**config.mk**
```make
export PLATFORM = sky130hd
export DESIGN_NAME = ibp_batch
export DESIGN_NICKNAME = d
export VERILOG_FILES = /design/src/rtl/core/ibp_pkg.sv /design/src/rtl/core/ibp_batch.sv
export SDC_FILE = /design/constraint.sdc
export NUM_CORES = 1
export LEC_CHECK = 0
export ABC_AREA = 1
export BUFFER_PORTS_ARGS = -buffer_cell sky130_fd_sc_hd__clkbuf_2
export CAP_MARGIN = 40
export CORE_MARGIN = 2
export CORE_UTILIZATION = 45
export DETAILED_ROUTE_END_ITERATION = 8
export PLACE_DENSITY = 0.71
export REMOVE_ABC_BUFFERS = 1
export SLEW_MARGIN = 20
export SYNTH_ARGS = -nofsm -noshare
export SYNTH_HDL_FRONTEND = slang
export SYNTH_SLANG_ARGS = --single-unit
export TNS_END_PERCENT = 5
```
**constraint.sdc**
```tcl
create_clock -name clk -period 3.69 [get_ports clk]
set_clock_uncertainty 0.05 [all_clocks]
set_input_delay 0.369 -clock clk [delete_from_list [all_inputs] [get_ports clk]]
set_output_delay 0.369 -clock clk [all_outputs]
set_load 0.02 [all_outputs]
```
**src/rtl/core/ibp_pkg.sv**
```systemverilog
// Shared types for the interval batch partitioner: the stored interval entry,
// the controller command word and the sort order. No dependencies.
package ibp_pkg;

    localparam int STATE_W     = 8;
    localparam int TIME_W      = 32;
    localparam int BATCH_NUM_W = 3;
    localparam int USED_W      = 4;

    typedef struct packed {
        logic [STATE_W-1:0]       si;
        logic signed [TIME_W-1:0] st;
        logic signed [TIME_W-1:0] en;
    } entry_t;

    typedef struct packed {
        logic load;
        logic sort;
        logic sort_odd;
        logic check;
        logic scan;
        logic decide;
        logic emit;
    } cmd_t;

    // true if a belongs after b: state, then start, then end (signed)
    function automatic logic sorts_after(entry_t a, entry_t b);
        logic res;
        if (a.si != b.si)
        begin
            res = (a.si > b.si);
        end
        else if (a.st != b.st)
        begin
            res = ($signed(a.st) > $signed(b.st));
        end
        else
        begin
            res = ($signed(a.en) > $signed(b.en));
        end
        return res;
    endfunction

endpackage

```
**src/rtl/core/ibp_batch.sv**
```systemverilog
// Batch tracker: last end time per open batch in a small memory, a serial
// minimum scan and the join/open/drop decision. Depends on ibp_pkg.
module ibp_batch
    import ibp_pkg::*;
#(
    parameter int MAX_BATCHES = 8
)
(
    input  logic                               clk,
    input  logic                               rst_n,
    input  cmd_t                               cmd,
    input  logic [$clog2(MAX_BATCHES+1)-1:0]   k,
    input  logic                               overlap,
    input  logic signed [TIME_W-1:0]           head_start,
    input  logic signed [TIME_W-1:0]           head_end,
    output logic [BATCH_NUM_W-1:0]             tag_batch,
    output logic                               tag_drop,
    output logic [$clog2(MAX_BATCHES+1)-1:0]   open_count
);

    localparam int BW = (MAX_BATCHES > 1) ? $clog2(MAX_BATCHES) : 1;
    localparam int OW = $clog2(MAX_BATCHES+1);

    logic signed [TIME_W-1:0] end_mem [MAX_BATCHES];
    logic signed [TIME_W-1:0] rd_reg;
    logic signed [TIME_W-1:0] best_end_reg;
    logic [BW-1:0]            best_reg;
    logic                     have_reg;
    logic [OW-1:0]            open_reg;
    logic [OW-1:0]            open_next;
    logic [OW-1:0]            k_m1;
    logic                     wr_en;
    logic [BW-1:0]            wr_addr;
    logic [BW-1:0]            pick;
    logic [BW+BATCH_NUM_W-1:0] pick_ext;

    assign k_m1 = k - OW'(1);

    always_comb
    begin
        wr_en     = 1'b0;
        wr_addr   = best_reg;
        pick      = '0;
        tag_drop  = 1'b0;
        open_next = open_reg;
        if (cmd.check)
        begin
            open_next = '0;
        end
        else if (cmd.decide && overlap)
        begin
            if (have_reg && (head_start >= best_end_reg))
            begin
                wr_en = 1'b1;
                pick  = best_reg;
            end
            else if (open_reg < OW'(MAX_BATCHES))
            begin
                wr_en     = 1'b1;
                wr_addr   = open_reg[BW-1:0];
                pick      = open_reg[BW-1:0];
                open_next = open_reg + OW'(1);
            end
            else
            begin
                tag_drop = 1'b1;
            end
        end
    end

    assign pick_ext  = {{BATCH_NUM_W{1'b0}}, pick};
    assign tag_batch = pick_ext[BATCH_NUM_W-1:0];

    always_ff @(posedge clk)
    begin
        if (wr_en)
        begin
            end_mem[wr_addr] <= head_end;
        end
        if (cmd.scan && (k < open_reg))
        begin
            rd_reg <= end_mem[k[BW-1:0]];
        end
        // read data is registered and holds the entry at the previous address: compare entry k-1
        if (cmd.scan && (k != '0) && (!have_reg || (rd_reg < best_end_reg)))
        begin
            best_reg     <= k_m1[BW-1:0];
            best_end_reg <= rd_reg;
        end
    end

    always_ff @(posedge clk or negedge rst_n)
    begin
        if (!rst_n)
        begin
            open_reg <= '0;
            have_reg <= 1'b0;
        end
        else
        begin
            open_reg <= open_next;
            if (cmd.scan)
            begin
                have_reg <= (k != '0);
            end
        end
    end

    assign open_count = open_reg;

endmodule

```
==> metrics.csv <==
metric,value,unit
status,completed,
cts.sinks,328,
met3_usage,0.0376,
slowest_stage,edfxtp_1,
drcViolationCount,0,
min_period_over_period,0.938,
pwr-share-comb,0.075,
finalHoldViolations,0,
ys_seq_elements,328,
rows,64,
antenna_found_initial,3,
holdWs,0.0407,ns
die-width,180,um
power_switching,0.00180,W
clock.fmax,289,MHz
hold_class,in -> reg,
use_met1,0.234,
cts_tree,done,
max_stage_delay,0.37,ns
synth_area,13900,um^2
wl,29.7,mm
grt_max_degree,119,
cts-buffers-inserted,34,
p_per_area,499,nW/um^2
critPathKind,reg -> out,
clk_latency,0.53,ns
mostFrequentLayoutCells,"edfxtp_1 (323), nor2_1 (234), o21ai_0 (141), clkbuf_2 (80), nand2_1 (73)",
core,30600,um^2
fill_cells,2503,
vias_per_cell,5.31,
syn_inst,1120,
grt.overflow.total,0,
io_buffers,81,
dp_slack,0.531,ns
cts_buffer_depth,3,
drive_gt1_frac,0.150,
placed_area,15000,um^2
root_buffer,clkbuf_16,
intPower,0.00621,W
p_clk_frac,0.399,
fin_nets,1351,
cp_cell_sequence,inv_1 -> ha_1 -> a21oi_1 -> nor2_1 -> nor2_1 -> nand2_1 -> nand2_1 -> nand2_1 -> nand2_2 -> nand2_1 -> nand2_1 -> nand3_2 -> nand2_2 -> nand2_1 -> nand3_1 -> buf_4 -> inv_1 -> clkbuf_2,
clk_pin_slew,0.06,ns
cp_max_fo,11,
grt.met2_usage,0.310,
wl_per_cell,18.2,um
critPathArrivalTime,3.04,ns
dieArea,32400,um^2
finalSetupViolCount,0,
worstMarginPinSlew,0.833,ns
crit_path_frequent_cell,nand2_1,
ys_seq_area_frac,0.704,
power.leakage,5.83,nW
min_period,3.46,ns
fin_setup_tns,0,ns
swShare,0.225,
io_pins,86,
layout_commonest_cell,edfxtp_1,
cts_max_level,2,
p_seq_frac,0.526,
rrSetupSlack,0.51,ns
hpwl,16.8,mm
p_total,0.00801,W
ant_nets,0,
grt_pass1_wl,46.3,mm
grt_setup_unrepaired,no,
cp.required,3.27,ns
max_cap_violations,0,
synth_ff_type,edfxtp_1,
async_flop_share,0.0152,
synth_edf_count,323,
fp.dieH,180,um
ys_warn_count,0,
cp-end-kind,output port,
grt-busiest-layer,met2,
grt_pass1_vias,8449,
grtUsageTotal,0.182,
start_util,0.456,
design_area,16000,um^2
drtPass1Iterations,5,
avgSynthCellArea,12.5,um^2
vdd_drop_max,242,uV
slew_headroom,0.445,
largest_register_ffs,256,
drtIter0Drc,613,
place_congestion,0.820,
area_delta_synth_final,15.1,%
finalMaxSlewViolations,0,
vias,8657,
final.setup.worst_slack,0.230,ns
critPathLaunchType,flop,
ys_types,34,
==> power by group through the flow <==
stage	sequential, W	clock, W	combinational [W]
2_1_floorplan	0.00429	0	0.000339
3_3_place_gp	0.00429	0	0.000579
3_5_place_dp	0.00429	0	0.000602
4_1_cts	0.00421	0.00325	0.000607
5_1_grt	0.00422	0.00340	0.000683
6_report	0.00421	0.00320	0.000603
==> repair_timing <==
item	4_1_cts	5_1_grt
resized for setup	0	0
setup buffers	0	0
hold buffers	1	0
hold endpoints to repair	5	0
==> cells by family after synthesis <==
kind of cell,after synthesis,share of synthesized area
AND/OR/NAND/NOR,358,0.105
buffers and inverters,115,0.0316
XOR/XNOR,1,0.000628
adder cells (fa/ha/maj),68,0.0610
AO/OA/AOI/OAI,250,0.0975
flip-flops,328,0.704
==> final timing paths <==
check | start | to | cells after the start
max | best_end_reg[5] | tag_batch[0] | 18
min reg2reg | rd_reg[10] | best_end_reg[10] | 0
max reg2reg | best_end_reg[5] | end_mem[2][25] | 18
min in group asynchronous | rst_n | open_count[0] | 2
min | cmd[2] | have_reg | 2
max in group asynchronous | rst_n | open_count[1] | 2
==> critical path: cells and delay by family (launching register included) <==
family          cells  cell delay [ns]
compound gates      1             0.16
fa+ha+maj           1             0.26
buf+inv             4             0.53
flops               1             0.37
simple gates       12             1.21
==> layer usage <==
layer / up-vias / part of all wire
met3: 47 / 0.051
met2: 198 / 0.49
met5: - / 0
li1: 4213 / -
met4: 0 / 0.028
met1: 4199 / 0.43
==> cell type report <==
| class | count | area, um^2 | share of cell area |
|---|---|---|---|
| Antenna cell | 3 | 7.51 | 0.000468 |
| Clock buffer | 42 | 902 | 0.0562 |
| Clock inverter | 19 | 149 | 0.00928 |
| Inverter | 65 | 245 | 0.0153 |
| Multi-Input combinational cell | 677 | 3750 | 0.234 |
| Sequential cell | 328 | 9820 | 0.612 |
| Tap cell | 396 | 495 | 0.0309 |
| Timing Repair Buffer | 99 | 671 | 0.0418 |
==> synth_stat cells, types with 2 or more instances <==
master	number	area [um^2]
nand3_2	4	40.0
edfxtp_1	323	9700
inv_2	4	15.0
inv_1	59	221
nor2_2	2	12.5
nand4_1	8	50.1
nor2_4	3	33.8
dfrtp_1	5	125
ha_1	68	851
nand2_1	73	274
clkinv_1	2	7.51
o21a_1	3	22.5
clkbuf_1	42	158
a31oi_1	32	200
or2_2	3	18.8
o22ai_1	32	200
a21oi_2	2	17.5
a21o_1	2	15.0
nor2_1	242	908
nand2_2	7	43.8
nor3_1	2	10.0
a21oi_1	34	170
nand3_1	12	60.1
buf_1	6	22.5
o21ai_0	141	706
==> stage by stage <==
stage / utilization / cells
CTS: 0.524 / 1626
detailed placement: 0.490 / 1564
global placement: 0.490 / 1564
floorplan: - / 1070
global route: 0.525 / 1627
finish: 0.525 / 1629
Note: power is estimated with default switching activity, not from simulation.
