$ cat src/rtl/core/ibp_pkg.sv
// Shared types for the interval batch partitioner: the stored interval entry,
// the controller command word and the sort order. No dependencies.
package ibp_pkg;

    localparam int STATE_W     = 8;
    localparam int TIME_W      = 32;
    localparam int BATCH_NUM_W = 3;
    localparam int USED_W      = 4;

    typedef struct packed {
        logic [STATE_W-1:0]       si;
        logic signed [TIME_W-1:0] st;
        logic signed [TIME_W-1:0] en;
    } entry_t;

    typedef struct packed {
        logic load;
        logic sort;
        logic sort_odd;
        logic check;
        logic scan;
        logic decide;
        logic emit;
    } cmd_t;

    // true if a belongs after b: state, then start, then end (signed)
    function automatic logic sorts_after(entry_t a, entry_t b);
        logic res;
        if (a.si != b.si)
        begin
            res = (a.si > b.si);
        end
        else if (a.st != b.st)
        begin
            res = ($signed(a.st) > $signed(b.st));
        end
        else
        begin
            res = ($signed(a.en) > $signed(b.en));
        end
        return res;
    endfunction

endpackage

$ cat src/rtl/core/ibp_ctrl.sv
// Controller for the interval batch partitioner: load count, sort passes,
// per-interval scan and decide, emission. Depends on ibp_pkg.
module ibp_ctrl
    import ibp_pkg::*;
#(
    parameter int MAX_CUTS    = 64,
    parameter int MAX_BATCHES = 8
)
(
    input  logic                             clk,
    input  logic                             rst_n,
    input  logic                             start,
    input  logic                             final_item,
    input  logic                             overlap,
    input  logic [$clog2(MAX_BATCHES+1)-1:0] open_count,
    output logic                             busy,
    output cmd_t                             cmd,
    output logic [$clog2(MAX_CUTS)-1:0]      wr_idx,
    output logic [$clog2(MAX_CUTS+1)-1:0]    n,
    output logic [$clog2(MAX_BATCHES+1)-1:0] k,
    output logic                             result_valid,
    output logic                             last_result
);

    localparam int IW = $clog2(MAX_CUTS);
    localparam int CW = $clog2(MAX_CUTS+1);
    localparam int OW = $clog2(MAX_BATCHES+1);

    typedef enum logic [2:0] {
        S_LOAD,
        S_SORT,
        S_CHECK,
        S_SCAN,
        S_DECIDE,
        S_EMIT
    } state_t;

    state_t        state_reg, state_next;
    logic [CW-1:0] count_reg, count_next;
    logic [CW-1:0] pass_reg,  pass_next;
    logic [CW-1:0] item_reg,  item_next;
    logic [OW-1:0] k_reg,     k_next;
    logic          valid_reg, valid_next;
    logic          last_reg,  last_next;
    logic          accept;
    logic          has_room;
    logic          at_last;

    assign accept   = start && (state_reg == S_LOAD);
    assign has_room = (count_reg < CW'(MAX_CUTS));
    assign at_last  = (item_reg == (count_reg - CW'(1)));

    always_comb
    begin
        state_next = state_reg;
        count_next = count_reg;
        pass_next  = pass_reg;
        item_next  = item_reg;
        k_next     = k_reg;
        valid_next = 1'b0;
        last_next  = last_reg;
        cmd        = '0;
        case (state_reg)
            S_LOAD:
            begin
                if (accept)
                begin
                    cmd.load = has_room;
                    if (has_room)
                    begin
                        count_next = count_reg + CW'(1);
                    end
                    if (final_item)
                    begin
                        pass_next  = '0;
                        state_next = S_SORT;
                    end
                end
            end
            S_SORT:
            begin
                cmd.sort     = 1'b1;
                cmd.sort_odd = pass_reg[0];
                pass_next    = pass_reg + CW'(1);
                if (pass_reg == (count_reg - CW'(1)))
                begin
                    state_next = S_CHECK;
                end
            end
            S_CHECK:
            begin
                cmd.check  = 1'b1;
                item_next  = '0;
                k_next     = '0;
                state_next = S_SCAN;
            end
            S_SCAN:
            begin
                cmd.scan = 1'b1;
                k_next   = k_reg + OW'(1);
                if (!overlap || (k_reg == open_count))
                begin
                    state_next = S_DECIDE;
                end
            end
            S_DECIDE:
            begin
                cmd.decide = 1'b1;
                k_next     = '0;
                if (at_last)
                begin
                    item_next  = '0;
                    state_next = S_EMIT;
                end
                else
                begin
                    item_next  = item_reg + CW'(1);
                    state_next = S_SCAN;
                end
            end
            S_EMIT:
            begin
                cmd.emit   = 1'b1;
                valid_next = 1'b1;
                last_next  = at_last;
                item_next  = item_reg + CW'(1);
                if (at_last)
                begin
                    count_next = '0;
                    state_next = S_LOAD;
                end
            end
            default:
            begin
                state_next = S_LOAD;
            end
        endcase
    end

    always_ff @(posedge clk or negedge rst_n)
    begin
        if (!rst_n)
        begin
            state_reg <= S_LOAD;
            count_reg <= '0;
            pass_reg  <= '0;
            item_reg  <= '0;
            k_reg     <= '0;
            valid_reg <= 1'b0;
            last_reg  <= 1'b0;
        end
        else
        begin
            state_reg <= state_next;
            count_reg <= count_next;
            pass_reg  <= pass_next;
            item_reg  <= item_next;
            k_reg     <= k_next;
            valid_reg <= valid_next;
            last_reg  <= last_next;
        end
    end

    assign busy         = (state_reg != S_LOAD);
    assign wr_idx       = count_reg[IW-1:0];
    assign n            = count_reg;
    assign k            = k_reg;
    assign result_valid = valid_reg;
    assign last_result  = last_reg;

    a_count_bound: assert property (@(posedge clk) disable iff (!rst_n)
        count_reg <= CW'(MAX_CUTS))
        else $error("interval count beyond store depth");

    a_final_busy: assert property (@(posedge clk) disable iff (!rst_n)
        (start && !busy && final_item) |=> busy)
        else $error("final transaction did not start processing");

    a_emit_nonempty: assert property (@(posedge clk) disable iff (!rst_n)
        (state_reg == S_EMIT) |-> (count_reg != '0) && (item_reg < count_reg))
        else $error("emission outside the loaded set");

endmodule

$ cat config.mk
export PLATFORM = sky130hd
export DESIGN_NAME = ibp_ctrl
export DESIGN_NICKNAME = d
export VERILOG_FILES = /design/src/rtl/core/ibp_pkg.sv /design/src/rtl/core/ibp_ctrl.sv
export SDC_FILE = /design/constraint.sdc
export NUM_CORES = 1
export LEC_CHECK = 0
export ABC_AREA = 1
export BUFFER_PORTS_ARGS = -buffer_cell sky130_fd_sc_hd__buf_2
export CORE_MARGIN = 5
export CORE_UTILIZATION = 32
export CTS_BUF_LIST = sky130_fd_sc_hd__clkbuf_16
export CTS_CLUSTER_SIZE = 16
export DETAILED_ROUTE_END_ITERATION = 8
export GPL_ROUTABILITY_DRIVEN = 1
export GPL_TIMING_DRIVEN = 0
export SETUP_SLACK_MARGIN = 0.3
export SYNTH_ARGS = -nofsm -noshare
export SYNTH_HDL_FRONTEND = slang
export SYNTH_SLANG_ARGS = --single-unit
export TNS_END_PERCENT = 50
$ cat constraint.sdc
create_clock -name clk -period 4.77 [get_ports clk]
set_input_delay 0.477 -clock clk [delete_from_list [all_inputs] [get_ports clk]]
set_output_delay 0.477 -clock clk [all_outputs]
set_load 0.005 [all_outputs]
==> results of run 1 <==
-- worst max-delay path, stage by stage (launching register included) --
cell and delay, ns:
dfrtp_1 0.54, inv_2 0.10, ha_1 0.20, buf_2 0.15, inv_1 0.07, nand2_1 0.07, nand3_1 0.08, nand2_1 0.05
nor2_1 0.11, nand2_1 0.08, nor2_2 0.10, nand3_2 0.16, nand2_1 0.13, nand2_1 0.11, nor2_2 0.21, nor2_1 0.07
-- cells in the mapped netlist, drive strengths merged --
cell	n
nand2	96
nor2	38
inv	37
nand3	35
dfrtp	30
xor2	12
buf	11
o21ai	9
a21oi	7
nand4	6
nor3	6
ha	5
xnor2	5
a22o	2
nand3b	1
nor3b	1
o21a	1
o31ai	1
or2	1
-- layer usage --
metal	vias to the layer above	track usage	routed length [µm]
li1	1040	-	-
met1	881	0.164	2390
met2	45	0.188	2150
met3	10	0.0390	285
met4	0	0.0520	116
met5	-	0	0
-- worst min path at each step --
stage / startpoint / endpoint / slack, ns
2_1_floorplan: rst_n / item_reg[0] / 0.18
3_5_place_dp: last_result / last_result / 0.48
4_1_cts: rst_n / item_reg[0] / 0.27
5_1_grt: rst_n / n[2] / 0.31
3_3_place_gp: last_result / last_result / 0.48
6_report: rst_n / pass_reg[5] / 0.24
-- stage by stage --
step	instance area (µm²)	worst slack [ns]	power [mW]	utilization
4_1_cts	2620	2.37	1.66	0.389
3_3_place_gp	2460	2.42	1.29	0.366
5_1_grt	2620	2.15	1.81	0.389
6_report	2620	2.42	1.64	0.389
2_1_floorplan	2180	2.80	1.08	-
3_5_place_dp	2460	2.38	1.30	0.366
-- kinds of logic after synthesis --
| logic type | after synthesis | synth area share |
|---|---|---|
| AOI/OAI and AO/OA | 20 | 0.0619 |
| xor gates and xnor gates | 17 | 0.0682 |
| adders and majority gates | 5 | 0.0287 |
| buffers and inverters | 48 | 0.103 |
| DFF | 30 | 0.344 |
| and+or+nand+nor | 184 | 0.395 |
-- layout make-up --
type | count | share of cell area
Clock inverter | 2 | 0.0129
Inverter | 37 | 0.0531
Sequential cell | 30 | 0.287
Tap cell | 80 | 0.0383
Clock buffer | 5 | 0.0478
Multi-Input combinational cell | 226 | 0.462
Timing Repair Buffer | 35 | 0.0670
Buffer | 11 | 0.0325
-- where the power goes --
part	total, mW	internal (mW)	leakage [nW]	switching (mW)
clock	0.348	0.241	0.0773	0.107
combinational	0.864	0.346	0.913	0.518
sequential	0.427	0.324	0.401	0.103
total	1.64	0.911	1.39	0.728
==> run_results.csv, run 1 <==
group,metric,value,unit
run_status,status,"complete, no violations",
die,core,0.00672,mm²
cts,max-clock-path-buffers,2,
cts,clk_pin_slew,0.05,ns
cts,numCtsBuffers,5,
synthesis,syn_nets,318,
worst_setup_path,arrival,2.51,ns
cts,worst_skew_pair.late_latency,0.27,ns
worst_setup_path,r2r_end,"item_reg[5]",
die,start_util,0.325,
placement,portBuffers,35,
timing,period_minus_slack,2.35,ns
route,route.vias.total,1976,
global_route,grt_remaining_overflow,0,
cts,cts_hold_buf,0,
route,wire_per_inst,11.6,µm
finish,n_antenna_cell,0,
synthesis,synth_area_leader_cell,"dfrtp_1",
synthesis,yosys-top-cells-area,"dfrtp_1 (34%), nand2_1 (15%), nand3_1 (7.6%), inv_1 (5.3%), nor2_1 (5.3%)",
timing,final_min_period_over_clock_period,0.493,
synthesis,yosysUniqueCellTypes,30,
route,drt_iter0_drc,52,
cts,cts_tree,"built",
timing,max_freq,425,MHz
die,ioPinCount,36,
finish,drive_above_1_share,0.234,
die,num_rows,30,
route,vias_per_cell,4.64,
cts,cts.sinks,30,
timing,finalHoldViolCount,0,
worst_setup_path,end_kind,"flop",
placement,dp_cells,419,
worst_setup_path,r2r_cells,15,
timing,whs,0.240,ns
timing,slew_violations,0,
finish,multi_input_area,0.00121,mm²
timing,relSlewSlack,0.550,
power_and_ir_drop,p_per_area,626,mW/mm²
route,routed_wirelength,4940,µm
die,die_h,92.6,µm
placement,routabilityCongestion,0.875,
worst_setup_path,r2r_slack,2.42,ns
timing,worstMarginPinSlew,0.675,ns
worst_setup_path,critPathMaxFanout,9,
global_route,grt_max_degree,31,
cts,cts_root_buffer,"clkbuf_16",
worst_setup_path,cp.required,4.93,ns
synthesis,synthesis.area,0.00218,mm²
timing,setup_viol,0,
worst_hold_path,worstHoldPathType,"in -> async",
finish,area_growth,19.9,%
finish,final_common_cell,"nand2_1",
cts,h-tree-depth,2,
synthesis,ys_warn_count,0,
placement,hpwl,3800,µm
timing,skew,0.00539,ns
synthesis,netlist_instances,304,
timing,tns,0,ns
timing,rsz0062_at_grt,"no",
die,die_area,0.00857,mm²
worst_setup_path,setup.worst_path.end,"item_reg[5]",
power_and_ir_drop,peakVddDrop,0.000277,V
worst_setup_path,start_kind,"flop",
global_route,grt_pass1_wl,8420,µm
route,dr.pass1.iters,5,
worst_setup_path,worstReg2RegStart,"n[0]",
cts,post_cts_buffers,0,
cts,cts_resized,0,
synthesis,synth_top_area_frac,0.344,
finish,fin_cells,426,
finish,mostFrequentLayoutCells,"nand2_1 (90), buf_2 (37), nand3_1 (33)",
die,die_width,92.6,µm
finish,regArea,751,µm²
worst_setup_path,crit_start,"n[0]",
synthesis,synth_seq_area_share,0.344,
worst_setup_path,setup.worst_path.class,"reg -> reg",
global_route,grt_pass1_vias,1839,
global_route,grt_usage,0.125,
finish,nets,360,
global_route,antenna_found_initial,0,
finish,num-fill-cells,693,
power_and_ir_drop,p_leak,1.39,nW
route,final_antenna_net_count,0,
synthesis,synth.ff_latch_count,30,
route,route.detailed.drc,0,
flow_run,cap_viol_max_count,0,
synthesis,synth_area_per_cell,7.18,µm²
Note: power is estimated with default switching activity, not from simulation.
==> inputs of run 2 (changes only) <==
==> constraint.sdc (replaced) <==
create_clock -name clk -period 2.1 [get_ports clk]
set_input_delay 0.21 -clock clk [delete_from_list [all_inputs] [get_ports clk]]
set_output_delay 0.21 -clock clk [all_outputs]
set_load 0.005 [all_outputs]
==> run_results.csv, run 2 (same netlist as run 1, synthesis figures left out) <==
group,metric,value,unit
cts,worst_skew_pair.late_latency,0.28,ns
worst_setup_path,setup.worst_path.class,"reg -> reg",
die,ioPinCount,36,
timing,setup_slack,0.102,ns
timing,worstMarginPinSlew,0.683,ns
worst_setup_path,cp.required,2.27,ns
cts,max-clock-path-buffers,2,
timing,relSlewSlack,0.545,
power_and_ir_drop,p_int,2.32,mW
worst_setup_path,arrival,2.16,ns
global_route,grt_max_degree,31,
die,start_util,0.325,
run_status,status,"finished with violations",
worst_setup_path,end_kind,"flop",
timing,max_freq,500,MHz
route,wire_per_inst,12.2,µm
finish,num-fill-cells,686,
finish,area_growth,31.0,%
cts,cts_root_buffer,"clkbuf_16",
timing,skew,0.00499,ns
placement,hpwl,3960,µm
power_and_ir_drop,p_leak,1.49,nW
route,final_antenna_net_count,0,
cts,h-tree-depth,2,
finish,stdcell_area,0.00286,mm²
global_route,grt_pass1_wl,9290,µm
run_status,violations,"negative hold slack",
timing,final_min_period_over_clock_period,0.952,
finish,n_antenna_cell,0,
worst_setup_path,critPathMaxFanout,8,
timing,rsz0062_at_grt,"yes",
finish,fin_cells,437,
route,vias_per_cell,4.65,
timing,tns,0,ns
route,routed_wirelength,5340,µm
route,route.detailed.drc,0,
timing,slew_violations,0,
worst_setup_path,r2r_cells,16,
cts,clk_pin_slew,0.05,ns
finish,mostFrequentLayoutCells,"nand2_1 (81), buf_2 (37), nor2_1 (29)",
die,core,0.00672,mm²
route,drt_iter0_drc,82,
timing,period_minus_slack,2.00,ns
power_and_ir_drop,p_sw,1.92,mW
die,num_rows,30,
die,die_width,92.6,µm
global_route,grt_remaining_overflow,0,
placement,place_area,0.00249,mm²
flow_run,cap_viol_max_count,0,
global_route,antenna_found_initial,0,
finish,nets,370,
placement,portBuffers,35,
finish,final_common_cell,"nand2_1",
cts,cts.sinks,30,
finish,final_util,0.425,
power_and_ir_drop,p_per_area,1490,mW/mm²
power_and_ir_drop,peakVddDrop,0.000642,V
cts,numCtsBuffers,5,
global_route,grt_pass1_vias,2062,
die,die_h,92.6,µm
global_route,grt_usage,0.134,
die,die_area,0.00857,mm²
placement,routabilityCongestion,0.868,
cts,cts_tree,"built",
power_and_ir_drop,swShare,0.453,
route,dr.pass1.iters,6,
timing,whs,-0.0261,ns
worst_hold_path,worstHoldPathType,"in -> async",
worst_setup_path,start_kind,"flop",
power_and_ir_drop,power.share.clock,0.188,
finish,drive_above_1_share,0.336,
placement,dp_cells,419,
timing,setup_viol,0,
power_and_ir_drop,power_frac_comb,0.588,
timing,finalHoldViolCount,30,
placement,placement.setup.worst_slack,-0.0862,ns
power_and_ir_drop,seqPwrFrac,0.224,
route,route.vias.total,2031,
-- run 2: cell count changes in the layout (fill, tap and decap cells not counted), sizes merged --
cell / before / now
inv: 37 / 38
buf: 46 / 56
-- run 2: metal layers --
layer / global-route usage / vias to the layer above / part of all wire
met5: 0 / - / 0
met2: 0.224 / 48 / 0.46
met3: 0.0268 / 8 / 0.042
met1: 0.172 / 913 / 0.48
li1: - / 1062 / -
met4: 0.0458 / 0 / 0.012
-- run 2: metrics by stage --
step / hold slack (ns) / total power [mW]
6_report: -0.0261 / 4.25
3_5_place_dp: 0.300 / 3.05
2_1_floorplan: -0.0856 / 2.51
3_3_place_gp: 0.300 / 3.01
4_1_cts: 0.00361 / 4.17
5_1_grt: 0.0503 / 4.64
-- run 2: area by class of cell --
| cell class | count | area, µm² | share of cell area |
|---|---|---|---|
| Clock inverter | 3 | 37.5 | 0.0131 |
| Clock buffer | 5 | 125 | 0.0438 |
| Buffer | 11 | 95.1 | 0.0333 |
| Multi-Input combinational cell | 226 | 1340 | 0.469 |
| Sequential cell | 30 | 754 | 0.264 |
| Timing Repair Buffer | 45 | 255 | 0.0893 |
| Tap cell | 80 | 100 | 0.0350 |
| Inverter | 37 | 149 | 0.0521 |
-- run 2: what timing repair did --
action / CTS / global route
buffers inserted: 8 / 1
gates resized for setup: 26 / 12
cloned: 1 / 0
hold buffers: 0 / 0
pin swaps: 14 / 4
setup endpoints to repair: 19 / 22
-- run 2: power groups by stage --
stage               clock network (mW)  registers (mW)  logic (mW)
global route                     0.842           0.975        2.82
finish                           0.797           0.951        2.50
floorplan                            0           0.943        1.57
detailed placement                   0           0.985        2.06
CTS                              0.817           0.948        2.40
global placement                     0           0.979        2.03
-- run 2: critical path: stages (launching register included) --
cell	delay (ns)
dfrtp_2	0.39
inv_4	0.05
ha_4	0.15
buf_8	0.14
inv_6	0.06
nand2_2	0.05
nand3_2	0.05
nand2_1	0.05
nor2_1	0.11
nand2_1	0.08
nor2_2	0.12
nand3_4	0.13
a21oi_4	0.19
buf_6	0.12
nand2_4	0.07
nand2_1	0.08
nand2_1	0.05
-- run 2: path summary, 6_finish.rpt --
kind                             start  slack, ns           end
max                               n[0]       0.10          n[0]
min                              rst_n      -0.03          n[5]
max reg2reg                       n[0]       0.10          n[0]
min reg2reg                last_result       0.50   last_result
max in group asynchronous        rst_n       1.65          n[0]
min in group clk               overlap       0.21  state_reg[1]
